`src/sv/pbvd_pkg.sv`:
```
// shared types and constants for the protobuf varint field decoder
`default_nettype none

package pbvd_pkg;

    localparam int ACC_W                    = 64;
    localparam int FIELD_W                  = 61;
    localparam int VALUE_W                  = 32;
    localparam int CNT_W                    = 4;
    localparam int SHIFT_W                  = 6;
    localparam int STATUS_W                 = 3;
    localparam int BYTE_W                   = 8;
    localparam int GROUP_W                  = 7;
    localparam int WIRE_W                   = 3;
    localparam int S_TDATA_W                = 8;
    localparam int M_TDATA_W                = 96;
    localparam int M_TUSER_W                = 3;
    localparam int DEFAULT_MAX_VARINT_BYTES = 10;

    typedef enum logic [2:0] {
        PH_KEY     = 3'b001,
        PH_VALUE   = 3'b010,
        PH_DISCARD = 3'b100
    } phase_t;

    typedef enum logic [STATUS_W-1:0] {
        ST_OK       = 3'd0,
        ST_TRUNC    = 3'd1,
        ST_LONG     = 3'd2,
        ST_FIELD0   = 3'd3,
        ST_WIRETYPE = 3'd4
    } status_t;

    localparam logic [WIRE_W-1:0] WIRE_VARINT = 3'd0;

    typedef struct packed {
        phase_t             phase;
        logic [ACC_W-1:0]   acc;
        logic [CNT_W-1:0]   cnt;
        logic [FIELD_W-1:0] held;
    } dec_state_t;

    typedef struct packed {
        logic              valid;
        logic [BYTE_W-1:0] data_byte;
        logic              last;
    } in_item_t;

    typedef struct packed {
        logic [FIELD_W-1:0]        field_number;
        logic signed [VALUE_W-1:0] field_value;
        status_t                   status;
        logic                      last;
    } dec_result_t;

endpackage

`default_nettype wire

```
`src/sv/pbvd_in_stage.sv`:
```
// input register stage for incoming message bytes
`default_nettype none

module pbvd_in_stage (
    input  wire logic                           aclk,
    input  wire logic                           aresetn,
    input  wire logic                           s_tvalid,
    output logic                                s_tready,
    input  wire logic [pbvd_pkg::S_TDATA_W-1:0] s_tdata,  // [7:0] data_byte
    input  wire logic                           s_tlast,  // end_of_message
    input  wire logic                           advance,
    output pbvd_pkg::in_item_t                  item
);

    logic                        valid_reg;
    logic [pbvd_pkg::BYTE_W-1:0] byte_reg;
    logic                        last_reg;

    assign s_tready = !valid_reg || advance;

    always_ff @(posedge aclk) begin
        if (!aresetn) begin
            valid_reg <= 1'b0;
        end else if (s_tready) begin
            valid_reg <= s_tvalid;
        end
    end

    always_ff @(posedge aclk) begin
        if (s_tvalid && s_tready) begin
            byte_reg <= s_tdata[pbvd_pkg::BYTE_W-1:0];
            last_reg <= s_tlast;
        end
    end

    assign item.valid     = valid_reg;
    assign item.data_byte = byte_reg;
    assign item.last      = last_reg;

endmodule

`default_nettype wire

```
`src/sv/pbvd_step.sv`:
```
// single-pass decode of one byte against the current element state
`default_nettype none

module pbvd_step #(
    parameter int MAX_VARINT_BYTES = pbvd_pkg::DEFAULT_MAX_VARINT_BYTES
) (
    input  pbvd_pkg::dec_state_t              state,
    input  wire logic [pbvd_pkg::BYTE_W-1:0]  data_byte,
    input  wire logic                         last,
    output pbvd_pkg::dec_state_t              state_next,
    output logic                              res_valid,
    output pbvd_pkg::dec_result_t             result
);

    logic [pbvd_pkg::SHIFT_W-1:0] shamt;
    logic [pbvd_pkg::ACC_W-1:0]   acc_n;
    logic [pbvd_pkg::CNT_W-1:0]   cnt_n;
    logic [pbvd_pkg::FIELD_W-1:0] fnum;
    logic                         more;
    logic                         fail;
    pbvd_pkg::status_t            fail_status;

    assign shamt = pbvd_pkg::SHIFT_W'({2'b00, state.cnt} * 6'd7);
    assign acc_n = state.acc
                 | ({{(pbvd_pkg::ACC_W-pbvd_pkg::GROUP_W){1'b0}},
                     data_byte[pbvd_pkg::GROUP_W-1:0]} << shamt);
    assign cnt_n = state.cnt + 1'b1;
    assign more  = data_byte[pbvd_pkg::BYTE_W-1];
    assign fnum  = acc_n[pbvd_pkg::ACC_W-1:pbvd_pkg::WIRE_W];

    always_comb begin
        state_next          = state;
        res_valid           = 1'b0;
        result.field_number = '0;
        result.field_value  = '0;
        result.status       = pbvd_pkg::ST_OK;
        result.last         = last;
        fail                = 1'b0;
        fail_status         = pbvd_pkg::ST_OK;

        if (state.phase == pbvd_pkg::PH_DISCARD) begin
            if (last) begin
                state_next.phase = pbvd_pkg::PH_KEY;
            end
        end else begin
            priority if (cnt_n >= pbvd_pkg::CNT_W'(MAX_VARINT_BYTES)) begin
                fail        = 1'b1;
                fail_status = pbvd_pkg::ST_LONG;
            end else if (more) begin
                if (last) begin
                    fail        = 1'b1;
                    fail_status = pbvd_pkg::ST_TRUNC;
                end else begin
                    state_next.acc = acc_n;
                    state_next.cnt = cnt_n;
                end
            end else if (state.phase != pbvd_pkg::PH_VALUE) begin
                // key complete
                priority if (fnum == '0) begin
                    fail        = 1'b1;
                    fail_status = pbvd_pkg::ST_FIELD0;
                end else if (acc_n[pbvd_pkg::WIRE_W-1:0] != pbvd_pkg::WIRE_VARINT) begin
                    fail        = 1'b1;
                    fail_status = pbvd_pkg::ST_WIRETYPE;
                end else if (last) begin
                    fail        = 1'b1;
                    fail_status = pbvd_pkg::ST_TRUNC;
                end else begin
                    state_next.held  = fnum;
                    state_next.acc   = '0;
                    state_next.cnt   = '0;
                    state_next.phase = pbvd_pkg::PH_VALUE;
                end
            end else begin
                // value complete
                res_valid           = 1'b1;
                result.field_number = state.held;
                result.field_value  = acc_n[pbvd_pkg::VALUE_W-1:0];
                state_next.acc      = '0;
                state_next.cnt      = '0;
                state_next.phase    = pbvd_pkg::PH_KEY;
            end

            if (fail) begin
                res_valid        = 1'b1;
                result.status    = fail_status;
                state_next.acc   = '0;
                state_next.cnt   = '0;
                state_next.phase = last ? pbvd_pkg::PH_KEY : pbvd_pkg::PH_DISCARD;
            end
        end
    end

endmodule

`default_nettype wire

```
`src/sv/pbvd_out_stage.sv`:
```
// result register stage driving the output channel
`default_nettype none

module pbvd_out_stage (
    input  wire logic                            aclk,
    input  wire logic                            aresetn,
    input  wire logic                            load,
    input  wire logic                            res_valid,
    input  pbvd_pkg::dec_result_t                result,
    output logic                                 advance,
    output logic                                 m_tvalid,
    input  wire logic                            m_tready,
    output logic [pbvd_pkg::M_TDATA_W-1:0]       m_tdata,  // [60:0] field_number, [92:61] field_value
    output logic [pbvd_pkg::M_TUSER_W-1:0]       m_tuser,  // [2:0] status
    output logic                                 m_tlast   // last
);

    logic                  valid_reg;
    pbvd_pkg::dec_result_t result_reg;

    assign advance = !valid_reg || m_tready;

    always_ff @(posedge aclk) begin
        if (!aresetn) begin
            valid_reg <= 1'b0;
        end else if (advance) begin
            valid_reg <= load && res_valid;
        end
    end

    always_ff @(posedge aclk) begin
        if (advance && load && res_valid) begin
            result_reg <= result;
        end
    end

    assign m_tvalid = valid_reg;
    assign m_tdata  = {{(pbvd_pkg::M_TDATA_W-pbvd_pkg::FIELD_W-pbvd_pkg::VALUE_W){1'b0}},
                       result_reg.field_value, result_reg.field_number};
    assign m_tuser  = result_reg.status;
    assign m_tlast  = result_reg.last;

endmodule

`default_nettype wire

```
`src/sv/protobuf_varint_field_decoder.sv`:
```
// top level of the protobuf varint field decoder
// an input byte is registered in the input stage and its result in the output stage register
// throughput: one byte per cycle unless m_tready stalls the output stage, set by the single-pass
// decode of a byte against the element state registers between the input and result registers
// reset: synchronous active-low aresetn empties both stages and returns the
// decoder to expecting a key with a cleared accumulator
`default_nettype none

module protobuf_varint_field_decoder #(
    parameter int MAX_VARINT_BYTES = pbvd_pkg::DEFAULT_MAX_VARINT_BYTES
) (
    input  wire logic                           aclk,
    input  wire logic                           aresetn,
    input  wire logic                           s_tvalid,
    output logic                                s_tready,
    input  wire logic [pbvd_pkg::S_TDATA_W-1:0] s_tdata,  // [7:0] data_byte
    input  wire logic                           s_tlast,  // end_of_message
    output logic                                m_tvalid,
    input  wire logic                           m_tready,
    output logic [pbvd_pkg::M_TDATA_W-1:0]      m_tdata,  // [60:0] field_number, [92:61] field_value
    output logic [pbvd_pkg::M_TUSER_W-1:0]      m_tuser,  // [2:0] status
    output logic                                m_tlast   // last
);

    pbvd_pkg::in_item_t    item;
    pbvd_pkg::dec_state_t  state_reg;
    pbvd_pkg::dec_state_t  state_next;
    pbvd_pkg::dec_result_t result;
    logic                  res_valid;
    logic                  advance;
    logic                  load;

    assign load = item.valid && advance;

    pbvd_in_stage u_in (
        .aclk     (aclk),
        .aresetn  (aresetn),
        .s_tvalid (s_tvalid),
        .s_tready (s_tready),
        .s_tdata  (s_tdata),
        .s_tlast  (s_tlast),
        .advance  (advance),
        .item     (item)
    );

    pbvd_step #(
        .MAX_VARINT_BYTES (MAX_VARINT_BYTES)
    ) u_step (
        .state      (state_reg),
        .data_byte  (item.data_byte),
        .last       (item.last),
        .state_next (state_next),
        .res_valid  (res_valid),
        .result     (result)
    );

    always_ff @(posedge aclk) begin
        if (!aresetn) begin
            state_reg.phase <= pbvd_pkg::PH_KEY;
            state_reg.acc   <= '0;
            state_reg.cnt   <= '0;
            state_reg.held  <= '0;
        end else if (load) begin
            state_reg <= state_next;
        end
    end

    pbvd_out_stage u_out (
        .aclk      (aclk),
        .aresetn   (aresetn),
        .load      (load),
        .res_valid (res_valid),
        .result    (result),
        .advance   (advance),
        .m_tvalid  (m_tvalid),
        .m_tready  (m_tready),
        .m_tdata   (m_tdata),
        .m_tuser   (m_tuser),
        .m_tlast   (m_tlast)
    );

endmodule

`default_nettype wire

```
`config.mk`:
```
export PLATFORM = sky130hd
export DESIGN_NAME = protobuf_varint_field_decoder
export DESIGN_NICKNAME = d
export VERILOG_FILES = /design/src/sv/pbvd_pkg.sv /design/src/sv/pbvd_in_stage.sv /design/src/sv/pbvd_step.sv /design/src/sv/pbvd_out_stage.sv /design/src/sv/protobuf_varint_field_decoder.sv
export SDC_FILE = /design/constraint.sdc
export NUM_CORES = 1
export LEC_CHECK = 0
export BUFFER_PORTS_ARGS = -buffer_cell sky130_fd_sc_hd__buf_2
export CAP_MARGIN = 20
export CORE_MARGIN = 2
export CORE_UTILIZATION = 38
export CTS_CLUSTER_SIZE = 14
export DETAILED_ROUTE_END_ITERATION = 16
export GPL_TIMING_DRIVEN = 1
export PLACE_DENSITY = 0.54
export SYNTH_ARGS = -nofsm -noshare
export SYNTH_HDL_FRONTEND = slang
export SYNTH_SLANG_ARGS = --single-unit
```
`constraint.sdc`:
```
create_clock -name aclk -period 13.6 [get_ports aclk]
set_input_delay 0 -clock aclk [delete_from_list [all_inputs] [get_ports aclk]]
set_output_delay 0 -clock aclk [all_outputs]
set_load 0.01 [all_outputs]
```
Yosys cells after proc, flatten, opt, wreduce, memory -nomap -nowiden
Cells that the tools add are included.

storage, ports and cells
  logic and storage cells = 91
  register bits = 240
  input port bits = 13
  output and inout port bits = 102

operators by class
  add/sub/neg operators = 1
  shifts and indexed selects = 1
  equality and inequality tests = 16
  multiply operators = 1
  reduce and logical (&&, ||, !) cells = 17
  order comparisons = 1
  bitwise gates (word level) = 5
  multiplexer cells = 36

operators with widths
  operator                                                                  number
  132-bit two-way mux                                                       8
  71-bit two-way mux                                                        2
  68-bit two-way mux                                                        2
  61-bit two-way mux                                                        2
  64-bit bitwise OR                                                         1
  7-bit by 6-bit left shift with 64-bit output                              1
  61-bit logical NOT                                                        1
  3-bit two-way mux                                                         8
  5-bit by 3-bit inequality test with 1-bit output (second input constant)  3
  7-bit AND reduction                                                       2
  1-bit two-way mux                                                         13
  4-bit by 3-bit inequality test with 1-bit output (second input constant)  3
  5-bit by 4-bit inequality test with 1-bit output (second input constant)  2
  3-bit by 2-bit inequality test with 1-bit output (second input constant)  3
  8-bit AND reduction                                                       1
  4-bit by 3-bit multiplier with 6-bit output (second input constant)       1
  6-bit by 5-bit inequality test with 1-bit output (second input constant)  1
  1-bit logical AND                                                         5
  4-bit by 1-bit adder with 4-bit output (second input constant)            1
  4-bit >= comparator (second input constant)                               1
  2-bit inequality test (second input constant)                             2
  1-bit inverter                                                            4
  4-bit OR reduction                                                        1
  3-bit equality test (second input constant)                               1
  other kinds (7)                                                           9

Logic depth before layout (Yosys ltp)
Gate-level depths: netlist of run 1.

  depth in word-level cells = 15
  mapped depth = 21
  mapped depth without buffers = 15

Cells and area by module
From an unflattened synthesis of run 1, not the netlist that was laid out.

unflattened totals
  cell total of the unflattened synthesis = 1464
  area total of the unflattened synthesis = 12762.2 um2

modules (own cells, without submodules)
  module                         cells an instance  seq. area each (um2)  area an instance (um2)  times used
  protobuf_varint_field_decoder  603                2642.5                5004.8                  1
  pbvd_step                      739                0.0                   4410.5                  1
  pbvd_out_stage                 106                2932.8                3004.1                  1
  pbvd_in_stage                  16                 290.3                 342.8                   1

Worst setup path before layout of run 1
OpenSTA, ideal clock, no wires.

  kind = flip-flop to flip-flop
  from = register state_reg[61] in the netlist's numbering
  to = register u_out.result_reg, in the netlist u_out.m_tdata[0] (enable)
  path buffers = 5
  data required time = 12.928 ns
  clock period less this slack = 11.544 ns
  library setup time = 0.672 ns
  arrival time = 10.871 ns
  setup slack = 2.056 ns
  cell stages (with the launch flop) = 21
  path through = dfxtp_1 buf_2 buf_2 inv_1 fa_1 inv_1 ha_1 inv_1 fa_1 clkbuf_1 nor3b_1 a32oi_1 o221ai_1 a21o_1 or4_1 nor4_2 and4_1 buf_4 buf_4 nor2_1 nor3_1

on the way
  cells in the longest elaborated chain, start to end = 13
  elaborated cells on any way between the ends = 17
  those cells by class = add/sub: 1; mul: 1; order compare: 1; shift: 1; mux: 9; bitwise: 1; reduce/logical: 3

ends and longest elaborated chain
  element                                                                                               RTL line                             source
  start: declaration                                                                                    protobuf_varint_field_decoder.sv:26  pbvd_pkg::dec_state_t state_reg;
  start signal: assignment                                                                              protobuf_varint_field_decoder.sv:64  state_reg <= state_next;
  parallel branches: the longest is 10 deep, another holds 4-bit by 3-bit multiplier with 6-bit output  n/a
  1-bit two-way mux (*)                                                                                 pbvd_step.sv:84                      if (fail) begin
  1-bit two-way mux (*)                                                                                 pbvd_step.sv:41                      if (state.phase == pbvd_pkg::PH_DISCARD) begin
  1-bit logical AND (*)                                                                                 pbvd_out_stage.sv:32                 if (advance && load && res_valid) begin
  end signal: assignment                                                                                pbvd_out_stage.sv:33                 result_reg <= result;
  end: declaration                                                                                      pbvd_out_stage.sv:19                 pbvd_pkg::dec_result_t result_reg;

Every way passes the cells marked *. The select of a mux whose other input is x is not followed.
A chain may end at the register's enable or synchronous reset.

Worst setup path in the final report of run 1
  from = register state_reg[61] in the netlist's numbering
  to = register u_out.result_reg, in the netlist u_out.m_tdata[65] (enable)

The elaborated chain is that of the path after synthesis.

==> results of run 1 <==
## cells in the mapped netlist (all sizes together), types with 4 or more instances
master,n
mux2,4
o22ai,5
nor2b,4
o21a,16
a21boi,17
a22o,4
nor3,31
clkbuf,55
edfxtp,106
o21ai,42
nand4,5
a31oi,10
mux2i,9
nand2,24
and3,5
nand2b,8
a211oi,21
or3,4
a22oi,25
buf,26
and2,91
a21oi,129
fa,4
a21o,25
nand3,33
nor2,110
a221o,4
ha,7
xnor2,4
nor4,15
dfxtp,134
inv,15
## power breakdown
part | internal [mW] | total (mW) | switching [mW]
sequential | 0.767 | 0.774 | 0.00714
combinational | 0.0281 | 0.0942 | 0.0661
clock | 0.407 | 0.687 | 0.280
## metrics by stage
stage          worst slack, ns  cells  hold slack (ns)  cell area (um2)
2_1_floorplan             2.06   1041           0.0989            10600
3_3_place_gp              6.77   1464            0.177            11400
3_5_place_dp              6.70   1464            0.178            11400
4_1_cts                   6.66   1523            0.171            12400
5_1_grt                   6.23   1523            0.180            12400
6_report                  6.72   1523            0.195            12400
## worst max-delay path, delay by kind of cell, from the launching register on
family                     cells  cell delay [ns]
AOI/OAI and AO/OA              3             0.88
adders and majority gates      3             1.71
buffers and inverters          5             1.53
DFF                            1             0.75
and+or+nand+nor                6             1.48
## cells by family after synthesis
logic type | share of synthesized area, %
multiplexers | 1.77
XOR/XNOR | 0.413
adder cells (fa/ha/maj) | 1.58
AND/OR/NAND/NOR | 16.8
AO/OA/AOI/OAI | 20.1
other | 0.0354
buffers and inverters | 3.97
flip-flops | 55.3
## cell type report
cell class / count / share of cell area [%]
Sequential cell: 240 / 47.3
Tap cell: 378 / 3.82
Multi-Input combinational cell: 704 / 35.1
Inverter: 16 / 0.485
Clock buffer: 36 / 6.13
Timing Repair Buffer: 140 / 6.52
Clock inverter: 9 / 0.626
## worst paths after layout
check                           cells after the start                end     startpoint
worst max-delay path                               17  u_out.m_tdata[65]  state_reg[61]
worst min-delay path                                2   u_in.byte_reg[2]     s_tdata[2]
worst min register to register                      2      state_reg[10]  state_reg[10]
worst max register to register                     17  u_out.m_tdata[65]  state_reg[61]
## metal layers
metal  track usage, %  vias up  wire length, um
met5                0        -                0
li1                 -     3954                -
met3             2.43       46             1480
met4             6.34        0              916
met1             28.9     3988            14000
met2             33.1      249            14000
==> load_flow_metrics.sql, run 1 <==
INSERT INTO impl_metrics (metric_group, metric, value, unit) VALUES
('clock_tree', 'cts_buffers', '25', ''),
('power_and_ir_drop', 'power.leakage', '4.71', 'nW'),
('logic_synthesis', 'async_flop_share', '0', '%'),
('sta', 'hold_violations', '0', ''),
('setup_path', 'max_stage_delay', '1.00', 'ns'),
('grt', 'grt_antenna_before_repair', '0', ''),
('setup_path', 'rrSetupSlack', '6.72', 'ns'),
('sta', 'setup-tns-final', '0', 'ns'),
('grt', 'grt-ovfl-total', '0', ''),
('power_and_ir_drop', 'p_per_area', '125', 'nW/um2'),
('final_layout', 'mostFrequentLayoutCell', 'sky130_fd_sc_hd__dfxtp_1', ''),
('logic_synthesis', 'number_of_synthesized_flops_with_an_enable_pin', '106', ''),
('setup_path', 'path_max_fanout', '67', ''),
('floorplanning', 'floorplan.core_area', '27600', 'um2'),
('logic_synthesis', 'post_synth_instance_area', '10600', 'um2'),
('final_layout', 'largest_register_ffs', '132', ''),
('logic_synthesis', 'synth_area_per_cell', '10.2', 'um2'),
('sta', 'report.final.slew_viol_count', '0', ''),
('final_layout', 'multiInputGateArea', '4350', 'um2'),
('final_layout', 'antenna-diode-count', '0', ''),
('flow_run', 'cap_viol_max_count', '0', ''),
('grt', 'total_routing_resource_utilization_after_global_routing', '20.5', '%'),
('sta', 'final.setup_skew', '0.0135', 'ns'),
('final_layout', 'finalNetCount', '1151', ''),
('grt', 'largest_net_degree_at_the_start_of_global_routing', '77', ''),
('placement', 'placement.io_buffers', '111', ''),
('floorplanning', 'pin_count', '115', ''),
('clock_tree', 'cts_setup_buffers', '0', ''),
('placement', 'finalWeightedCongestion', '0.881', ''),
('clock_tree', 'cts-htree-levels', '1', ''),
('route', 'drt-wirelength-per-cell', '19.9', 'um'),
('grt', 'grt_pass1_wl', '46.7', 'mm'),
('clock_tree', 'clock-root-buffer', 'sky130_fd_sc_hd__clkbuf_16', ''),
('floorplanning', 'fp.dieArea', '29300', 'um2'),
('placement', 'dp_hpwl', '20.1', 'mm'),
('final_layout', 'final_layout_size_suffix_gt1_share', '17.6', '%'),
('logic_synthesis', 'yosys.area.top_type', 'sky130_fd_sc_hd__edfxtp_1', ''),
('route', 'dr.pass1.iters', '5', ''),
('final_layout', 'num-fill-cells', '2689', ''),
('logic_synthesis', 'top_cells_by_area_in_the_synthesized_netlist', 'sky130_fd_sc_hd__edfxtp_1 (30%), sky130_fd_sc_hd__dfxtp_1 (25%), sky130_fd_sc_hd__a21oi_1 (6.1%)', ''),
('clock_tree', 'clk_latency', '0.52', 'ns'),
('power_and_ir_drop', 'vdd.ir_drop.worst', '0.0000792', 'V'),
('sta', 'achievable-frequency', '0.145', 'GHz'),
('route', 'routed_wl', '30.3', 'mm'),
('setup_path', 'crit_path_top_delay_cell', 'sky130_fd_sc_hd__fa_1', ''),
('floorplanning', 'die_span_y', '171', 'um'),
('sta', 'slew_margin_rel', '21.1', '%'),
('clock_tree', 'post_cts.resized_instances', '0', ''),
('sta', 'layout_min_cycle_time', '6.88', 'ns'),
('floorplanning', 'initial_core_util', '38.4', '%'),
('sta', 'max_slew.worst_pin.slew', '1.18', 'ns'),
('worst_hold_path', 'worst_min_delay_path_category', 'primary input to flop', ''),
('clock_tree', 'cts_max_path_buffers', '3', ''),
('final_layout', 'most-common-layout-cells', 'sky130_fd_sc_hd__dfxtp_1 (134), sky130_fd_sc_hd__a21oi_1 (129), sky130_fd_sc_hd__buf_2 (111)', ''),
('logic_synthesis', 'yosys.area.top_type_share', '30.0', '%'),
('logic_synthesis', 'most_used_flip_flop_cell_after_synthesis', 'sky130_fd_sc_hd__dfxtp_1', ''),
('clock_tree', 'hold_fix_buffers_at_cts', '14', ''),
('run_status', 'run_status', 'completed', ''),
('logic_synthesis', 'synth.lib_cells_used.distinct', '71', ''),
('setup_path', 'worstSetupStartpointType', 'flop', ''),
('route', 'drt_first_iter_violations', '721', ''),
('logic_synthesis', 'postSynthCellCount', '1039', ''),
('logic_synthesis', 'yosys_register_bits', '240', ''),
('floorplanning', 'dieWidth', '171', 'um'),
('grt', 'first_global_vias', '7875', ''),
('setup_path', 'timing_worst_setup_path_type', 'flop to flop', ''),
('route', 'detail_route.vias_per_cell', '5.41', ''),
('power_and_ir_drop', 'total_power_consumption', '1.56', 'mW'),
('route', 'detail-route-antenna-nets', '0', ''),
('floorplanning', 'site_row_count', '61', ''),
('final_layout', 'area_growth_syn_to_layout', '16.9', '%');
Power figures use the tool's default switching activity.
==> inputs of run 2 (changes only) <==
PLACE_DENSITY = 0.56   (was 0.54)
clock period = 6 ns   (was 13.6 ns; I/O delays follow)
==> run 2 against run 1 <==
Net effect:
- worst hold slack lost 0.026 ns
- global-route usage decreased by 0.20 points
- sequential power up 130%
- sequential cell count is the same
- total power grew 130%
- critical path type unchanged
- critical endpoint is now u_out.m_tdata[62]
- largest power group unchanged
==> load_flow_metrics.sql, run 2 (synthesis gave the netlist of run 1 again) <==
INSERT INTO impl_metrics (metric_group, metric, value, unit) VALUES
('run_status', 'run_status', 'completed', ''),
('grt', 'grt-ovfl-total', '0', ''),
('sta', 'timing.final.crit_share', '87.1', '%'),
('final_layout', 'layoutNonFillerInstCount', '1535', ''),
('worst_hold_path', 'worst_min_delay_path_category', 'primary input to flop', ''),
('clock_tree', 'hold_fix_buffers_at_cts', '13', ''),
('sta', 'hold_violations', '0', ''),
('final_layout', 'multiInputGateArea', '4410', 'um2'),
('placement', 'dp_hpwl', '20.2', 'mm'),
('floorplanning', 'floorplan.core_area', '27600', 'um2'),
('route', 'routed_wl', '30.1', 'mm'),
('clock_tree', 'post_cts.resized_instances', '0', ''),
('final_layout', 'largest_register_ffs', '132', ''),
('grt', 'globalRouteMet2Util', '31.8', '%'),
('route', 'num_vias', '8350', ''),
('flow_run', 'cap_viol_max_count', '0', ''),
('final_layout', 'final-seq-area', '5870', 'um2'),
('floorplanning', 'pin_count', '115', ''),
('sta', 'achievable-frequency', '0.191', 'GHz'),
('sta', 'max_slew.worst_pin.slew', '0.978', 'ns'),
('power_and_ir_drop', 'power.leakage', '4.78', 'nW'),
('grt', 'global_route.peak_usage_layer', 'met2', ''),
('final_layout', 'antenna-diode-count', '0', ''),
('setup_path', 'timing_worst_setup_path_type', 'flop to flop', ''),
('placement', 'finalWeightedCongestion', '0.942', ''),
('final_layout', 'final_layout_size_suffix_gt1_share', '19.5', '%'),
('setup_path', 'worstSetupStartpointType', 'flop', ''),
('floorplanning', 'fp.dieArea', '29300', 'um2'),
('route', 'drt-wirelength-per-cell', '19.6', 'um'),
('placement', 'placed_cells', '1471', ''),
('floorplanning', 'die_span_y', '171', 'um'),
('clock_tree', 'cts-htree-levels', '1', ''),
('route', 'drt_first_iter_violations', '818', ''),
('setup_path', 'arrival', '5.42', 'ns'),
('final_layout', 'final_util', '45.5', '%'),
('clock_tree', 'cts_setup_buffers', '0', ''),
('sta', 'slew_margin_rel', '34.8', '%'),
('power_and_ir_drop', 'pwr-share-clk', '44.9', '%'),
('clock_tree', 'tritoncts_clock_tree', 'done', ''),
('floorplanning', 'site_row_count', '61', ''),
('sta', 'rsz_0062_raised_after_global_routing', 'no', ''),
('power_and_ir_drop', 'seq_power_share', '48.9', '%'),
('floorplanning', 'dieWidth', '171', 'um'),
('power_and_ir_drop', 'total_switching_power', '0.841', 'mW'),
('clock_tree', 'clk_pin_slew_worst_paths', '0.06', 'ns'),
('route', 'dr.pass1.iters', '6', ''),
('final_layout', 'num-fill-cells', '2719', ''),
('clock_tree', 'clock_sink_count', '240', ''),
('final_layout', 'area_growth_syn_to_layout', '18.7', '%'),
('clock_tree', 'clock-root-buffer', 'sky130_fd_sc_hd__clkbuf_16', ''),
('grt', 'use_met3', '2.82', '%'),
('setup_path', 'end_kind', 'flop', ''),
('grt', 'grt_use_met1', '28.5', '%'),
('route', 'number_of_design_rule_violations_left_after_detail_routing', '0', ''),
('clock_tree', 'cts_max_path_buffers', '3', ''),
('route', 'detail_route.vias_per_cell', '5.44', ''),
('sta', 'report.final.slew_viol_count', '0', ''),
('clock_tree', 'clk_latency', '0.54', 'ns'),
('power_and_ir_drop', 'p_per_area', '285', 'nW/um2'),
('setup_path', 'cp_data_required_time', '6.19', 'ns'),
('setup_path', 'path_max_fanout', '31', ''),
('grt', 'grt_pass1_wl', '46.2', 'mm'),
('final_layout', 'finalNetCount', '1160', ''),
('clock_tree', 'cts_buffers', '27', ''),
('floorplanning', 'initial_core_util', '38.4', '%'),
('route', 'detail-route-antenna-nets', '0', ''),
('placement', 'placement.io_buffers', '111', ''),
('final_layout', 'mostFrequentLayoutCell', 'sky130_fd_sc_hd__dfxtp_1', ''),
('sta', 'setup_violations', '0', ''),
('sta', 'final.setup_skew', '0.0164', 'ns'),
('power_and_ir_drop', 'power_report.internal_total', '2.75', 'mW'),
('sta', 'layout_min_cycle_time', '5.23', 'ns'),
('power_and_ir_drop', 'vdd.ir_drop.worst', '0.000233', 'V'),
('grt', 'largest_net_degree_at_the_start_of_global_routing', '79', ''),
('grt', 'grt_antenna_before_repair', '0', ''),
('power_and_ir_drop', 'share_comb_of_total_power', '6.2', '%'),
('grt', 'first_global_vias', '7906', ''),
('final_layout', 'most-common-layout-cells', 'sky130_fd_sc_hd__dfxtp_1 (133), sky130_fd_sc_hd__a21oi_1 (129), sky130_fd_sc_hd__buf_2 (111)', ''),
('grt', 'total_routing_resource_utilization_after_global_routing', '20.3', '%'),
('power_and_ir_drop', 'p_sw_share', '23.4', '%');
[run 2: routing by layer]
metal / wire [um] / share of wire (%)
met1: 13400 / 45
met2: 13600 / 45
met3: 1940 / 6.4
met4: 1160 / 3.9
met5: 0 / 0
[run 2: metrics by stage]
stage | setup slack, ns | instance area (um2) | TNS, ns | power, mW | hold slack [ns]
floorplan | -0.596 | 10700 | -57.78 | 1.93 | 0.0989
global placement | 0.814 | 11600 | 0 | 2.01 | 0.176
detailed placement | 0.745 | 11600 | 0 | 2.00 | 0.178
CTS | 0.762 | 12600 | 0 | 3.62 | 0.158
global route | 0.448 | 12600 | 0 | 3.71 | 0.171
finish | 0.772 | 12600 | 0 | 3.59 | 0.169
[run 2: power by group through the flow]
stage,Combinational (mW),Clock [mW],Sequential (mW)
after detailed placement,0.213,0,1.79
after floorplan,0.123,0,1.80
after global routing,0.240,1.71,1.76
final,0.222,1.61,1.76
after CTS,0.220,1.65,1.76
after global placement,0.215,0,1.79
[run 2: layout make-up]
type / instances / area share (%)
clock buffer: 36 / 6.04
clock inverter: 14 / 0.935
sequential: 240 / 46.6
multi-input combinational: 704 / 35.0
tap: 378 / 3.76
timing repair buffer: 147 / 7.12
inverter: 16 / 0.497
[run 2: path summary, 6_finish.rpt]
path	start	to	slack, ns	cells past startpoint
max reg2reg	state_reg[61]	u_out.m_tdata[62]	0.77	16
min reg2reg	state_reg[10]	state_reg[10]	0.47	2
min	s_tdata[3]	u_in.byte_reg[3]	0.17	2
max	state_reg[61]	u_out.m_tdata[62]	0.77	16
[run 2: critical path, cell delays in order (launching register included)]
cell and delay, ns:
sky130_fd_sc_hd__dfxtp_2 0.57, sky130_fd_sc_hd__inv_4 0.08, sky130_fd_sc_hd__fa_1 0.47, sky130_fd_sc_hd__inv_2 0.08, sky130_fd_sc_hd__ha_4 0.14, sky130_fd_sc_hd__inv_2 0.04
sky130_fd_sc_hd__fa_2 0.79, sky130_fd_sc_hd__nor3b_2 0.10, sky130_fd_sc_hd__a32oi_1 0.20, sky130_fd_sc_hd__o221ai_2 0.25, sky130_fd_sc_hd__a21o_1 0.28, sky130_fd_sc_hd__or4_1 0.49
sky130_fd_sc_hd__nor4_2 0.29, sky130_fd_sc_hd__and4_2 0.43, sky130_fd_sc_hd__nor2_4 0.06, sky130_fd_sc_hd__nor3_4 0.21, sky130_fd_sc_hd__buf_4 0.40
==> inputs of run 3 (changes only) <==
PLACE_DENSITY = 0.54   (was 0.56)
clock period = 5.6 ns   (was 6 ns; I/O delays follow)
==> run 3 against run 2 <==
Net effect:
- via count increased by 0.95%
- clock-buffer cell count decreased by 3
- largest cell class unchanged
- total power increased by 9.2%
- register-to-register slack got worse by 0.36 ns
- wire length increased by 0.66%
- non-clock buffer count increased by 19
- cell count increased by 1.2%
- clock power increased by 11%
- sequential share of layout area decreased by 0.75 points
==> load_flow_metrics.sql, run 3 (synthesis gave the netlist of run 1 again) <==
INSERT INTO impl_metrics (metric_group, metric, value, unit) VALUES
('sta', 'rsz_0062_raised_after_global_routing', 'no', ''),
('final_layout', 'most-common-layout-cells', 'sky130_fd_sc_hd__dfxtp_1 (133), sky130_fd_sc_hd__a21oi_1 (129), sky130_fd_sc_hd__buf_2 (111)', ''),
('floorplanning', 'dieWidth', '171', 'um'),
('setup_path', 'max_stage_delay', '0.69', 'ns'),
('grt', 'grt_antenna_before_repair', '0', ''),
('sta', 'final.setup_skew', '0.0165', 'ns'),
('grt', 'total_routing_resource_utilization_after_global_routing', '20.4', '%'),
('placement', 'finalWeightedCongestion', '0.949', ''),
('power_and_ir_drop', 'vdd.ir_drop.worst', '0.000219', 'V'),
('setup_path', 'timing.critical_path.max_delay_family', 'simple AND/OR/NAND/NOR gates', ''),
('clock_tree', 'cts_buffers', '27', ''),
('sta', 'max_slew.worst_pin.slew', '0.991', 'ns'),
('worst_hold_path', 'worst_min_delay_path_category', 'primary input to flop', ''),
('power_and_ir_drop', 'p_per_area', '307', 'nW/um2'),
('setup_path', 'arrival', '5.41', 'ns'),
('route', 'routed_wl', '30.3', 'mm'),
('final_layout', 'layout.cell_area.non_filler', '12800', 'um2'),
('sta', 'timing.final.crit_share', '92.6', '%'),
('flow_run', 'cap_viol_max_count', '0', ''),
('setup_path', 'path_depth', '18', ''),
('route', 'detail-route-antenna-nets', '0', ''),
('setup_path', 'cp_data_required_time', '5.82', 'ns'),
('run_status', 'run_status', 'completed', ''),
('floorplanning', 'floorplan.core_area', '27600', 'um2'),
('setup_path', 'rr_worst_depth', '18', ''),
('grt', 'grt-ovfl-total', '0', ''),
('sta', 'layout_min_cycle_time', '5.19', 'ns'),
('grt', 'grt_pass1_wl', '46.4', 'mm'),
('route', 'num_vias', '8429', ''),
('final_layout', 'mostFrequentLayoutCell', 'sky130_fd_sc_hd__dfxtp_1', ''),
('setup_path', 'worst-path-buf-inv', '6', ''),
('power_and_ir_drop', 'total_power_consumption', '3.92', 'mW'),
('final_layout', 'final-seq-area', '5870', 'um2'),
('final_layout', 'largest_register_ffs', '132', ''),
('worst_hold_path', 'min_path_cells', '2', ''),
('setup_path', 'cells_traversed_along_the_worst_timing_path', 'inv_1, fa_1, inv_2, ha_4, inv_2, fa_2, buf_4, nor3b_2, a32oi_1, o221ai_2, a21o_1, or4_1, nor4_2, and4_1, nor2_4, nor3_4, buf_12, buf_4', ''),
('sta', 'setup-tns-final', '0', 'ns'),
('setup_path', 'end_kind', 'flop', ''),
('floorplanning', 'die_span_y', '171', 'um'),
('sta', 'report.final.slew_viol_count', '0', ''),
('clock_tree', 'clock_sink_count', '240', ''),
('route', 'number_of_design_rule_violations_left_after_detail_routing', '0', ''),
('setup_path', 'path_max_fanout', '18', ''),
('clock_tree', 'clk_pin_slew_worst_paths', '0.06', 'ns'),
('sta', 'hold_violations', '0', ''),
('setup_path', 'worstSetupStartpointType', 'flop', ''),
('clock_tree', 'clk_latency', '0.54', 'ns'),
('grt', 'first_global_vias', '7945', ''),
('placement', 'placement.io_buffers', '111', ''),
('final_layout', 'area_growth_syn_to_layout', '20.6', '%'),
('floorplanning', 'pin_count', '115', ''),
('placement', 'dp_hpwl', '21.0', 'mm'),
('final_layout', 'final_util', '46.3', '%'),
('final_layout', 'num-fill-cells', '2648', ''),
('floorplanning', 'site_row_count', '61', ''),
('final_layout', 'final_layout_size_suffix_gt1_share', '20.2', '%'),
('clock_tree', 'tritoncts_clock_tree', 'done', ''),
('power_and_ir_drop', 'power.leakage', '4.89', 'nW'),
('final_layout', 'multiInputGateArea', '4410', 'um2'),
('floorplanning', 'fp.dieArea', '29300', 'um2'),
('clock_tree', 'cts_max_path_buffers', '3', ''),
('route', 'detail_route.vias_per_cell', '5.42', ''),
('grt', 'largest_net_degree_at_the_start_of_global_routing', '76', ''),
('sta', 'setup_violations', '0', ''),
('sta', 'achievable-frequency', '0.193', 'GHz'),
('final_layout', 'finalNetCount', '1179', ''),
('setup_path', 'crit_path_top_delay_cell', 'sky130_fd_sc_hd__fa_2', ''),
('route', 'dr.pass1.iters', '5', ''),
('sta', 'slew_margin_rel', '33.8', '%'),
('clock_tree', 'clock-root-buffer', 'sky130_fd_sc_hd__clkbuf_16', ''),
('clock_tree', 'cts_setup_buffers', '0', ''),
('clock_tree', 'cts-htree-levels', '1', ''),
('route', 'drt_first_iter_violations', '673', ''),
('route', 'drt-wirelength-per-cell', '19.5', 'um'),
('final_layout', 'antenna-diode-count', '0', ''),
('floorplanning', 'initial_core_util', '38.4', '%'),
('placement', 'placedInstanceArea', '11800', 'um2'),
('setup_path', 'timing_worst_setup_path_type', 'flop to flop', '');
run 3: cell types whose count changed in the layout (fill, tap and decap cells not counted), sizes merged:
cell	change
inv	-2
bufinv	+3
clkbuf	-3
buf	+19
clkinv	+2
run 3: cell type report:
| class | count | share of cell area (%) |
|---|---|---|
| multi-input combinational | 704 | 34.5 |
| clock inverter | 17 | 1.46 |
| inverter | 16 | 0.499 |
| tap | 378 | 3.70 |
| timing repair buffer | 166 | 8.41 |
| clock buffer | 33 | 5.61 |
| sequential | 240 | 45.9 |
run 3: worst paths after layout:
kind              slack [ns]                 to           from
setup reg to reg        0.41  u_out.m_tdata[83]  state_reg[62]
setup / recovery        0.41  u_out.m_tdata[83]  state_reg[62]
hold reg to reg         0.47      state_reg[30]  state_reg[30]
hold / removal          0.18   u_in.byte_reg[4]     s_tdata[4]
run 3: worst register-to-register path: stages, from the launching register on:
cell	delay (ns)
sky130_fd_sc_hd__dfxtp_1	0.47
sky130_fd_sc_hd__inv_1	0.13
sky130_fd_sc_hd__fa_1	0.49
sky130_fd_sc_hd__inv_2	0.08
sky130_fd_sc_hd__ha_4	0.14
sky130_fd_sc_hd__inv_2	0.04
sky130_fd_sc_hd__fa_2	0.69
sky130_fd_sc_hd__buf_4	0.22
sky130_fd_sc_hd__nor3b_2	0.06
sky130_fd_sc_hd__a32oi_1	0.19
sky130_fd_sc_hd__o221ai_2	0.15
sky130_fd_sc_hd__a21o_1	0.23
sky130_fd_sc_hd__or4_1	0.49
sky130_fd_sc_hd__nor4_2	0.34
sky130_fd_sc_hd__and4_1	0.40
sky130_fd_sc_hd__nor2_4	0.06
sky130_fd_sc_hd__nor3_4	0.20
sky130_fd_sc_hd__buf_12	0.22
sky130_fd_sc_hd__buf_4	0.28
run 3: per-layer routing:
| layer | part of all wire (%) | GRT usage, % |
|---|---|---|
| met1 | 45 | 28.2 |
| met2 | 45 | 32.0 |
| met3 | 5.6 | 2.96 |
| met4 | 4.1 | 8.66 |
| met5 | 0 | 0 |
run 3: what timing repair did:
| action | in CTS | in global routing |
|---|---|---|
| endpoints found under the hold margin | 27 | 0 |
| resized for setup | 0 | 0 |
| hold buffers | 13 | 0 |
run 3: through the flow:
stage	cells	setup slack, ns	hold WS (ns)
3_5_place_dp	1491	0.439	0.178
3_3_place_gp	1490	0.554	0.176
2_1_floorplan	1041	-0.996	0.0989
4_1_cts	1554	0.435	0.154
6_report	1554	0.414	0.176
5_1_grt	1554	0.132	0.164
run 3: power breakdown:
group	leakage [nW]	switching (mW)	internal (mW)
logic	2.34	0.167	0.0848
clock network	0.440	0.699	1.09
registers	2.10	0.0159	1.86
total	4.89	0.882	3.04
